--- config.mk ---
export PLATFORM = sky130hd
export DESIGN_NAME = adaptive_phase_progress_estimator_flat
export DESIGN_NICKNAME = d
export VERILOG_FILES = /design/src/sv/appe_pkg.sv /design/src/sv/appe_if.sv /design/src/sv/appe_tbl.sv /design/src/sv/appe_div.sv /design/src/sv/adaptive_phase_progress_estimator.sv /design/src/flat_wrapper.sv
export SDC_FILE = /design/constraint.sdc
export NUM_CORES = 2
export LEC_CHECK = 0
export BUFFER_PORTS_ARGS = -buffer_cell sky130_fd_sc_hd__buf_4
export CAP_MARGIN = 10
export CORE_ASPECT_RATIO = 0.8
export CORE_MARGIN = 2
export CORE_UTILIZATION = 50
export DETAILED_ROUTE_END_ITERATION = 7
export GPL_ROUTABILITY_DRIVEN = 0
export PLACE_DENSITY = 0.68
export SETUP_SLACK_MARGIN = 0.2
export SLEW_MARGIN = 25
export SYNTH_ARGS = -nofsm -noshare
export SYNTH_HDL_FRONTEND = slang
export SYNTH_HIERARCHICAL = 1
export SYNTH_SLANG_ARGS = --single-unit
--- constraint.sdc ---
create_clock -name clk -period 8.2 [get_ports clk]
set_input_delay 2.46 -clock clk [delete_from_list [all_inputs] [get_ports clk]]
set_output_delay 2.46 -clock clk [all_outputs]
set_load 0.01 [all_outputs]
--- src/sv/appe_pkg.sv ---
// Package for the adaptive phase progress estimator.
// Holds the item structs, field widths, register indexes and reset values.
// No dependencies; every other file imports it.
package appe_pkg;

  localparam int DUR_W      = 16;
  localparam int PROG_W     = 17;
  localparam int TS_W       = 32;
  localparam int ELAP_W     = 24;
  localparam int LR_W       = 9;
  localparam int PC_W       = 5;
  localparam int IDX_W      = 4;
  localparam int CFG_IDX_W  = 2;
  localparam int CFG_DATA_W = 9;

  // configuration register indexes
  localparam logic [CFG_IDX_W-1:0] CFG_LEARNING_RATE = 2'd0;
  localparam logic [CFG_IDX_W-1:0] CFG_PHASE_COUNT   = 2'd1;

  localparam logic [LR_W-1:0] LR_RESET = 9'd26;
  localparam logic [PC_W-1:0] PC_RESET = 5'd4;

  localparam logic [ELAP_W-1:0] ELAP_MAX = {ELAP_W{1'b1}};

  // input item kinds
  localparam logic KIND_LOAD   = 1'b0;
  localparam logic KIND_SAMPLE = 1'b1;

  typedef struct packed {
    logic              kind;
    logic [TS_W-1:0]   timestamp_ms;
    logic              advance_phase;
    logic [IDX_W-1:0]  load_index;
    logic [DUR_W-1:0]  load_duration;
  } appe_in_t;

  typedef struct packed {
    logic [PROG_W-1:0] progress;
    logic [IDX_W-1:0]  phase_index;
    logic              advanced;
    logic              total_zero;
  } appe_out_t;

  // divider status toward the sequencer
  typedef struct packed {
    logic busy;
    logic done;
  } appe_div_st_t;

endpackage

--- src/sv/appe_if.sv ---
// Valid/ready channel interfaces for input items and result items.
// Depends on appe_pkg for the payload structs.
interface appe_in_if import appe_pkg::*; ();
  logic     valid;
  logic     ready;
  appe_in_t data;

  modport source (output valid, output data, input ready);
  modport sink (input valid, input data, output ready);
endinterface

interface appe_out_if import appe_pkg::*; ();
  logic      valid;
  logic      ready;
  appe_out_t data;

  modport source (output valid, output data, input ready);
  modport sink (input valid, input data, output ready);
endinterface

--- src/sv/appe_tbl.sv ---
// Duration table: one write port, one registered read port, per-entry valid bits.
// An entry never written reads as zero. Depends on appe_pkg.
module appe_tbl import appe_pkg::*; #(
  parameter int DEPTH = 16,
  parameter int AW    = 4
) (
  input  logic             clk,
  input  logic             rst,
  input  logic             wr_en,
  input  logic [AW-1:0]    wr_addr,
  input  logic [DUR_W-1:0] wr_data,
  input  logic [AW-1:0]    rd_addr,
  output logic [DUR_W-1:0] rd_data
);

  logic [DUR_W-1:0] mem [DEPTH];
  logic [DEPTH-1:0] vld;
  logic [DUR_W-1:0] dat_q;
  logic             vld_q;

  // write and registered read of the array
  always_ff @(posedge clk) begin
    if (wr_en) begin
      mem[wr_addr] <= wr_data;
    end
    dat_q <= mem[rd_addr];
  end

  // track written entries
  always_ff @(posedge clk) begin
    if (rst) begin
      vld   <= '0;
      vld_q <= 1'b0;
    end else begin
      if (wr_en) begin
        vld[wr_addr] <= 1'b1;
      end
      vld_q <= vld[rd_addr];
    end
  end

  assign rd_data = vld_q ? dat_q : '0;

endmodule

--- src/sv/appe_div.sv ---
// Serial restoring divider: one quotient bit per cycle, PROG_W bits in all.
// Expects numer <= denom, so the quotient fits in PROG_W bits. Depends on appe_pkg.
module appe_div import appe_pkg::*; #(
  parameter int W = 20
) (
  input  logic              clk,
  input  logic              rst,
  input  logic              start,
  input  logic [W-1:0]      numer,
  input  logic [W-1:0]      denom,
  output logic [PROG_W-1:0] quot,
  output appe_div_st_t      st
);

  localparam int CNT_W = $clog2(PROG_W + 1);

  logic [W:0]       rem;
  logic [W:0]       cand;
  logic             ge;
  logic             first;
  logic [CNT_W-1:0] cnt;

  // first step compares the numerator itself, later steps shift in a zero
  assign cand = first ? rem : {rem[W-1:0], 1'b0};
  assign ge   = cand >= {1'b0, denom};

  always_ff @(posedge clk) begin
    if (rst) begin
      st <= '0;
    end else begin
      // flag the cycle after the last quotient step
      st.done <= !start && st.busy && (cnt == CNT_W'(1));
      if (start) begin
        rem     <= {1'b0, numer};
        quot    <= '0;
        first   <= 1'b1;
        cnt     <= CNT_W'(PROG_W);
        st.busy <= 1'b1;
      end else if (st.busy) begin
        rem   <= ge ? (cand - {1'b0, denom}) : cand;
        quot  <= {quot[PROG_W-2:0], ge};
        first <= 1'b0;
        cnt   <= cnt - 1'b1;
        if (cnt == CNT_W'(1)) begin
          st.busy <= 1'b0;
        end
      end
    end
  end

endmodule

--- src/sv/adaptive_phase_progress_estimator.sv ---
// Top level of the adaptive phase progress estimator: sequencer, state and tables.
// Depends on appe_pkg, appe_if, appe_tbl and appe_div.
//
// A load item is taken while idle and writes one entry of both duration tables.
// A sample item runs through a sequencer: it updates the phase time, walks the
// current table once, one table read per cycle, to form the cycle total and the sum
// of earlier phases, then, unless the total is zero, feeds the serial divider, which
// yields one progress bit per cycle. With the advance flag set, one multiply and one
// saturating add correct the next table; when the phase wraps to zero the next table
// is copied into the current one entry by entry. Input ready is held low until the
// result has moved into the output register, which holds one item.
module adaptive_phase_progress_estimator import appe_pkg::*; #(
  parameter int MAX_PHASES = 16
) (
  input  logic                  clk,
  input  logic                  rst,
  appe_in_if.sink               in_ch,
  appe_out_if.source            out_ch,
  input  logic                  cfg_we,
  input  logic [CFG_IDX_W-1:0]  cfg_index,
  input  logic [CFG_DATA_W-1:0] cfg_data
);

  localparam int AW = (MAX_PHASES > 1) ? $clog2(MAX_PHASES) : 1;
  localparam int CW = $clog2(MAX_PHASES + 1);
  localparam int SW = DUR_W + AW;
  localparam int MW = ELAP_W + LR_W;

  localparam logic [2:0] S_IDLE = 3'd0;
  localparam logic [2:0] S_TIME = 3'd1;
  localparam logic [2:0] S_SUM  = 3'd2;
  localparam logic [2:0] S_DIV  = 3'd3;
  localparam logic [2:0] S_MUL  = 3'd4;
  localparam logic [2:0] S_CORR = 3'd5;
  localparam logic [2:0] S_COPY = 3'd6;
  localparam logic [2:0] S_OUT  = 3'd7;

  logic [2:0]          state;
  logic [LR_W-1:0]     lr;
  logic [PC_W-1:0]     pc;
  logic [AW-1:0]       active;
  logic [ELAP_W-1:0]   elapsed;
  logic [TS_W-1:0]     prev;
  logic                awaiting;
  logic [TS_W-1:0]     ts_q;
  logic                adv_q;
  logic [CW-1:0]       cnt_eff;
  logic [CW-1:0]       idx;
  logic                rd_v;
  logic [AW-1:0]       rd_i;
  logic [SW-1:0]       total;
  logic [SW-1:0]       earlier;
  logic [DUR_W-1:0]    cur_act;
  logic [PROG_W-1:0]   prog;
  logic                zero_q;
  logic [MW-1:0]       prod;
  logic                neg;
  logic                ovalid;
  appe_out_t           odata;

  logic                in_fire;
  logic                load_ok;
  logic [CW-1:0]       pc_eff;
  logic [TS_W-1:0]     delta;
  logic [TS_W:0]       elap_sum;
  logic [DUR_W-1:0]    capped;
  logic [SW-1:0]       numer;
  logic                err_neg;
  logic [ELAP_W-1:0]   mag;
  logic [MW-9:0]       scaled;
  logic [DUR_W+9:0]    pos_sum;
  logic [DUR_W-1:0]    corr_val;
  logic [AW-1:0]       act_inc;
  logic                sum_last;
  logic                div_start;
  logic [PROG_W-1:0]   quot;
  appe_div_st_t        div_st;

  logic                cur_we;
  logic [AW-1:0]       cur_wa;
  logic [DUR_W-1:0]    cur_wd;
  logic [DUR_W-1:0]    cur_rd;
  logic                nxt_we;
  logic [AW-1:0]       nxt_wa;
  logic [DUR_W-1:0]    nxt_wd;
  logic [AW-1:0]       nxt_ra;
  logic [DUR_W-1:0]    nxt_rd;

  // handshake
  assign in_ch.ready  = (state == S_IDLE);
  assign in_fire      = in_ch.valid && in_ch.ready;
  assign load_ok      = in_fire && (in_ch.data.kind == KIND_LOAD) &&
                        (32'(in_ch.data.load_index) < MAX_PHASES);
  assign out_ch.valid = ovalid;
  assign out_ch.data  = odata;

  // clamp the phase count to 1..MAX_PHASES
  always_comb begin
    if (pc == '0) begin
      pc_eff = CW'(1);
    end else if (32'(pc) > MAX_PHASES) begin
      pc_eff = CW'(MAX_PHASES);
    end else begin
      pc_eff = CW'(pc);
    end
  end

  // elapsed time, saturating at the phase timer width
  assign delta    = awaiting ? '0 : (ts_q - prev);
  assign elap_sum = {{(TS_W + 1 - ELAP_W){1'b0}}, elapsed} + {1'b0, delta};

  // progress numerator
  assign capped = (elapsed > ELAP_W'(cur_act)) ? cur_act : elapsed[DUR_W-1:0];
  assign numer  = SW'(capped) + earlier;

  // duration error magnitude and sign
  assign err_neg = elapsed < ELAP_W'(cur_act);
  assign mag     = err_neg ? (ELAP_W'(cur_act) - elapsed) : (elapsed - ELAP_W'(cur_act));

  // saturating update of the next table entry
  assign scaled  = prod[MW-1:8];
  assign pos_sum = (DUR_W + 10)'(nxt_rd) + (DUR_W + 10)'(scaled);
  always_comb begin
    if (neg) begin
      corr_val = (scaled > (MW - 8)'(nxt_rd)) ? '0 : (nxt_rd - scaled[DUR_W-1:0]);
    end else begin
      corr_val = (pos_sum > (DUR_W + 10)'(16'hFFFF)) ? 16'hFFFF : pos_sum[DUR_W-1:0];
    end
  end

  assign act_inc = ((32'(active) + 1) == 32'(cnt_eff)) ? '0 : (active + 1'b1);

  assign sum_last  = (state == S_SUM) && (idx == cnt_eff) && !rd_v;
  assign div_start = sum_last && (total != '0);

  // table port selection
  always_comb begin
    cur_we = 1'b0;
    cur_wa = AW'(in_ch.data.load_index);
    cur_wd = in_ch.data.load_duration;
    nxt_we = 1'b0;
    nxt_wa = AW'(in_ch.data.load_index);
    nxt_wd = in_ch.data.load_duration;
    nxt_ra = active;
    if (load_ok) begin
      cur_we = 1'b1;
      nxt_we = 1'b1;
    end
    if (state == S_CORR) begin
      nxt_we = 1'b1;
      nxt_wa = active;
      nxt_wd = corr_val;
    end
    if (state == S_COPY) begin
      nxt_ra = idx[AW-1:0];
      cur_we = rd_v;
      cur_wa = rd_i;
      cur_wd = nxt_rd;
    end
  end

  appe_tbl #(.DEPTH(MAX_PHASES), .AW(AW)) u_cur (
    .clk     (clk),
    .rst     (rst),
    .wr_en   (cur_we),
    .wr_addr (cur_wa),
    .wr_data (cur_wd),
    .rd_addr (idx[AW-1:0]),
    .rd_data (cur_rd)
  );

  appe_tbl #(.DEPTH(MAX_PHASES), .AW(AW)) u_nxt (
    .clk     (clk),
    .rst     (rst),
    .wr_en   (nxt_we),
    .wr_addr (nxt_wa),
    .wr_data (nxt_wd),
    .rd_addr (nxt_ra),
    .rd_data (nxt_rd)
  );

  appe_div #(.W(SW)) u_div (
    .clk   (clk),
    .rst   (rst),
    .start (div_start),
    .numer (numer),
    .denom (total),
    .quot  (quot),
    .st    (div_st)
  );

  // configuration registers
  always_ff @(posedge clk) begin
    if (rst) begin
      lr <= LR_RESET;
      pc <= PC_RESET;
    end else if (cfg_we) begin
      case (cfg_index)
        CFG_LEARNING_RATE: lr <= cfg_data;
        CFG_PHASE_COUNT:   pc <= cfg_data[PC_W-1:0];
        default: ;
      endcase
    end
  end

  // sequencer
  always_ff @(posedge clk) begin
    if (rst) begin
      state    <= S_IDLE;
      active   <= '0;
      elapsed  <= '0;
      prev     <= '0;
      awaiting <= 1'b1;
      rd_v     <= 1'b0;
      idx      <= '0;
      ovalid   <= 1'b0;
    end else begin
      // drop the taken result unless a new one moves in this cycle
      if (ovalid && out_ch.ready && (state != S_OUT)) begin
        ovalid <= 1'b0;
      end
      case (state)
        S_IDLE: begin
          if (in_fire && (in_ch.data.kind == KIND_SAMPLE)) begin
            ts_q    <= in_ch.data.timestamp_ms;
            adv_q   <= in_ch.data.advance_phase;
            cnt_eff <= pc_eff;
            if (32'(active) >= 32'(pc_eff)) begin
              active <= '0;
            end
            state <= S_TIME;
          end
        end
        S_TIME: begin
          elapsed  <= (elap_sum > (TS_W + 1)'(ELAP_MAX)) ? ELAP_MAX : elap_sum[ELAP_W-1:0];
          prev     <= ts_q;
          awaiting <= 1'b0;
          idx      <= '0;
          rd_v     <= 1'b0;
          total    <= '0;
          earlier  <= '0;
          cur_act  <= '0;
          state    <= S_SUM;
        end
        S_SUM: begin
          // accumulate the entry read last cycle, issue the next read
          if (rd_v) begin
            total <= total + SW'(cur_rd);
            if (rd_i < active) begin
              earlier <= earlier + SW'(cur_rd);
            end
            if (rd_i == active) begin
              cur_act <= cur_rd;
            end
          end
          rd_v <= idx < cnt_eff;
          rd_i <= idx[AW-1:0];
          if (idx < cnt_eff) begin
            idx <= idx + 1'b1;
          end
          if (sum_last) begin
            zero_q <= (total == '0);
            if (total == '0) begin
              prog  <= '0;
              state <= adv_q ? S_MUL : S_OUT;
            end else begin
              state <= S_DIV;
            end
          end
        end
        S_DIV: begin
          if (div_st.done) begin
            prog  <= quot;
            state <= adv_q ? S_MUL : S_OUT;
          end
        end
        S_MUL: begin
          prod  <= MW'(mag) * MW'(lr);
          neg   <= err_neg;
          state <= S_CORR;
        end
        S_CORR: begin
          // next-table write happens through the port mux; advance the phase
          elapsed <= '0;
          active  <= act_inc;
          idx     <= '0;
          rd_v    <= 1'b0;
          state   <= (act_inc == '0) ? S_COPY : S_OUT;
        end
        S_COPY: begin
          rd_v <= 32'(idx) < MAX_PHASES;
          rd_i <= idx[AW-1:0];
          if (32'(idx) < MAX_PHASES) begin
            idx <= idx + 1'b1;
          end
          if ((32'(idx) == MAX_PHASES) && !rd_v) begin
            state <= S_OUT;
          end
        end
        S_OUT: begin
          if (!ovalid || out_ch.ready) begin
            odata.progress    <= prog;
            odata.phase_index <= IDX_W'(active);
            odata.advanced    <= adv_q;
            odata.total_zero  <= zero_q;
            ovalid            <= 1'b1;
            state             <= S_IDLE;
          end
        end
        default: begin
          state <= S_IDLE;
        end
      endcase
    end
  end

  // a zero total never yields a nonzero progress
  a_zero_prog: assert property (@(posedge clk) disable iff (rst)
    (ovalid && odata.total_zero) |-> (odata.progress == '0))
    else $error("progress nonzero with zero total");

  // progress never passes one whole cycle
  a_prog_max: assert property (@(posedge clk) disable iff (rst)
    ovalid |-> (odata.progress <= PROG_W'(65536)))
    else $error("progress above full scale");

  // the phase index stays inside the clamped count when a result is formed
  a_phase_rng: assert property (@(posedge clk) disable iff (rst)
    (state == S_OUT) |-> (32'(active) < 32'(cnt_eff)))
    else $error("active phase outside phase count");

  // the divider only finishes while the sequencer waits for it
  a_div_done: assert property (@(posedge clk) disable iff (rst)
    div_st.done |-> (state == S_DIV))
    else $error("divider result outside divide state");

endmodule

--- src/flat_wrapper.sv ---
// flat-port wrapper written by rule: the top's interface ports become plain ports
module adaptive_phase_progress_estimator_flat import appe_pkg::*;
#(
  parameter int MAX_PHASES = 16
)
  (clk, rst, cfg_we, cfg_index, cfg_data, in_ch_valid, in_ch_data, in_ch_ready, out_ch_valid, out_ch_data, out_ch_ready);
  appe_in_if in_ch_i ();
  appe_out_if out_ch_i ();
  input  logic clk;
  input  logic rst;
  input  logic cfg_we;
  input  logic [CFG_IDX_W-1:0] cfg_index;
  input  logic [CFG_DATA_W-1:0] cfg_data;
  input wire logic [$bits(in_ch_i.valid)-1:0] in_ch_valid;
  input wire logic [$bits(in_ch_i.data)-1:0] in_ch_data;
  output wire logic [$bits(in_ch_i.ready)-1:0] in_ch_ready;
  output wire logic [$bits(out_ch_i.valid)-1:0] out_ch_valid;
  output wire logic [$bits(out_ch_i.data)-1:0] out_ch_data;
  input wire logic [$bits(out_ch_i.ready)-1:0] out_ch_ready;
  assign in_ch_i.valid = in_ch_valid;
  assign in_ch_i.data = in_ch_data;
  assign in_ch_ready = in_ch_i.ready;
  assign out_ch_valid = out_ch_i.valid;
  assign out_ch_data = out_ch_i.data;
  assign out_ch_i.ready = out_ch_ready;
  adaptive_phase_progress_estimator #(.MAX_PHASES(MAX_PHASES)) u_core (.clk(clk), .rst(rst), .in_ch(in_ch_i), .out_ch(out_ch_i), .cfg_we(cfg_we), .cfg_index(cfg_index), .cfg_data(cfg_data));
endmodule
==> metrics.yaml <==
slew_headroom: 0.286
synth.top_cell.area_share: 0.428
crit_arrival_ns: 8.10
final_layout_size_suffix_gt1_frac: 0.141
critPathKind: "reg -> reg"
tns_ns: 0
yosysUniqueCellTypes: 105
rsz0062_at_grt: "true"
clkLatencyLatePin_ns: 0.69
chipHeight_um: 288
yosysWarnings: 6
cp.required_ns: 8.61
placementRows: 104
synth_enable_flop_cells: 721
cpPeakStageDelay_ns: 0.55
root_buffer: "clkbuf_16"
track_usage: 0.244
synth_commonest_cells: "721 x edfxtp_1, 371 x inv_1, 331 x nor2_1, 282 x nand2_1, 271 x ha_1"
ys_ff_latch: 874
slew_viol_final: 0
tightestPinTransition_ns: 1.07
fillCellCount: 8243
die_area_um2: 104000
wirelength_um: 127000
end_kind: "register"
synth-compound-area-share: 0.108
antenna_cells: 0
antenna_found_initial: 1
cts_tree: "done"
cts_sinks: 874
grt_pass1_vias: 33100
pin_count: 95
async_flop_share: 0
globalRouteOverflowTotal: 0
synthCells: 4243
drc_errors: 0
synth_area_um2: 50600
synth_largest_area_cell: "edfxtp_1"
h-tree-depth: 3
worst-path-buf-inv: 7
syn_to_final_growth_pct: 11.9
yosysMostFrequentCell: "edfxtp_1"
status: "finished, final reports clean"
min_period_over_period: 0.939
routed_via_density: 5.92
synth-simple-area-share: 0.121
clk_pin_slew_worst_paths_ns: 0.06
drtIter0Drc: 3771
yosys-top-cells-area: "edfxtp_1 43%, ha_1 6.7%, fa_1 6.5%"
cap_violations: 0
fin_crit_ns: 7.70
cts_buffer_depth: 3
syn_nets: 4748
cp_common_cell: "fa_1"
dp_hpwl_um: 88800
hold_class: "reg -> reg"
routed-via-count: 34300
grt_first_pass_wirelength_um: 196000
crit_family: "adder cells"
yosys.area_share.adder: 0.132
ant_nets: 0
initial_core_util: 0.503
ys.flop_type: "edfxtp_1"
ys_seq_area_frac: 0.489
port_buffers: 94
synthMuxAreaShare: 0.0773
dr.pass1.iters: 6
die_w_um: 360
finish.net_count: 4905
crit_slowest_cell: "fa_1"
avgSynthCellArea_um2: 11.9
grt_max_degree: 77
worst-path-max-fanout: 4
hold_viol_final: 0
synth_top_family_by_area: "adder cells"
core_um2: 100000
skew_ns: 0.0384
synth-xor-area-share: 0.0275
cp-start-kind: "register"
fmax_ghz: 0.130
setup_viol: 0
cts_buffers: 87
routedWlPerCell_um: 22.0
==> kinds of logic after synthesis <==
group                      count (synthesis)
DFF                                      874
xor gates and xnor gates                 159
muxes                                    200
buffers and inverters                    546
AOI/OAI and AO/OA                        797
and+or+nand+nor                         1232
adders and majority gates                435
==> area by class of cell <==
type,count,area (um^2),area share
inverters,372,1400,0.0247
clock inverters,46,490,0.00867
well taps,1325,1660,0.0293
multi-input cells,2823,24000,0.425
clock buffers,117,2380,0.0421
flip-flops and latches,874,24700,0.437
repair buffers,242,1860,0.0329
==> layer usage <==
layer,routed length (um),global-route usage,vias to the layer above
met5,0,0,-
met1,58200,0.365,17100
met4,3240,0.0671,0
li1,-,-,15700
met3,10200,0.0420,196
met2,55900,0.371,1336
==> repair_timing <==
item                       CTS  global route
buffers inserted             3            16
hold buffers                 0             0
setup endpoints to repair   10            15
cloned                       0             0
pin swaps                    2            13
resized for setup            9            57
==> through the flow <==
step | std cells | hold WS (ns) | setup WS [ns] | utilization | cell area (um^2)
after global placement | 5613 | 0.406 | 0.0521 | 0.529 | 53100
after detailed placement | 5614 | 0.405 | -0.0465 | 0.529 | 53200
after global routing | 5799 | 0.409 | 0.0812 | 0.563 | 56600
after CTS | 5780 | 0.392 | 0.193 | 0.559 | 56100
after floorplan | 4243 | 0.400 | 0.275 | - | 50600
final | 5799 | 0.397 | 0.504 | 0.563 | 56600
==> sequential cells by signal, summed over array words and instances (netlist names), 9 cells and up <==
| register | cells |
|---|---|
| u_core/prog | 17 |
| u_core/total | 20 |
| u_core/u_div/rem | 21 |
| u_core/cur_act | 16 |
| u_core/u_cur/dat_q | 16 |
| u_core/u_nxt/vld | 16 |
| u_core/earlier | 20 |
| u_core/u_nxt/mem | 256 |
| u_core/u_nxt/dat_q | 16 |
| u_core/elapsed | 24 |
| u_core/lr | 9 |
| u_core/out_ch.data | 23 |
| u_core/u_div/quot | 17 |
| u_core/u_cur/mem | 256 |
| u_core/ts_q | 32 |
| u_core/prod | 25 |
| u_core/u_cur/vld | 16 |
| u_core/prev | 32 |
==> worst reg2reg max path, delay by kind of cell, from the launching register on <==
| family | cells | cell delay [ns] |
|---|---|---|
| buf+inv | 7 | 0.66 |
| compound gates | 14 | 2.43 |
| flops | 1 | 0.42 |
| fa+ha+maj | 7 | 3.02 |
| simple gates | 6 | 0.65 |
| xor+xnor | 2 | 0.24 |
==> worst paths after layout <==
check	startpoint	end	slack, ns	cells past startpoint
setup / recovery	u_core/cur_act[0]$_SDFFCE_PN0P_	u_core/prod[32]$_DFFE_PP_	0.50	36
hold / removal	u_core/prog[3]$_SDFFCE_PP0P_	u_core/out_ch.data[9]$_DFFE_PP_	0.40	0
setup reg to reg	u_core/cur_act[0]$_SDFFCE_PN0P_	u_core/prod[32]$_DFFE_PP_	0.50	36
hold reg to reg	u_core/prog[3]$_SDFFCE_PP0P_	u_core/out_ch.data[9]$_DFFE_PP_	0.40	0
==> cells in the final DEF (no fill, tap or decap), types with 125 or more instances in the layout <==
cell      count
nor2_1      309
nand2_1     281
ha_1        267
buf_4       236
and2_1      147
a21oi_1     216
dfxtp_1     144
edfxtp_1    721
inv_1       371
o21ai_0     125
fa_1        163
Power is left out: the tool's default activity adds up to more than one toggle a clock period on the data nets, which glitch-free logic cannot reach.
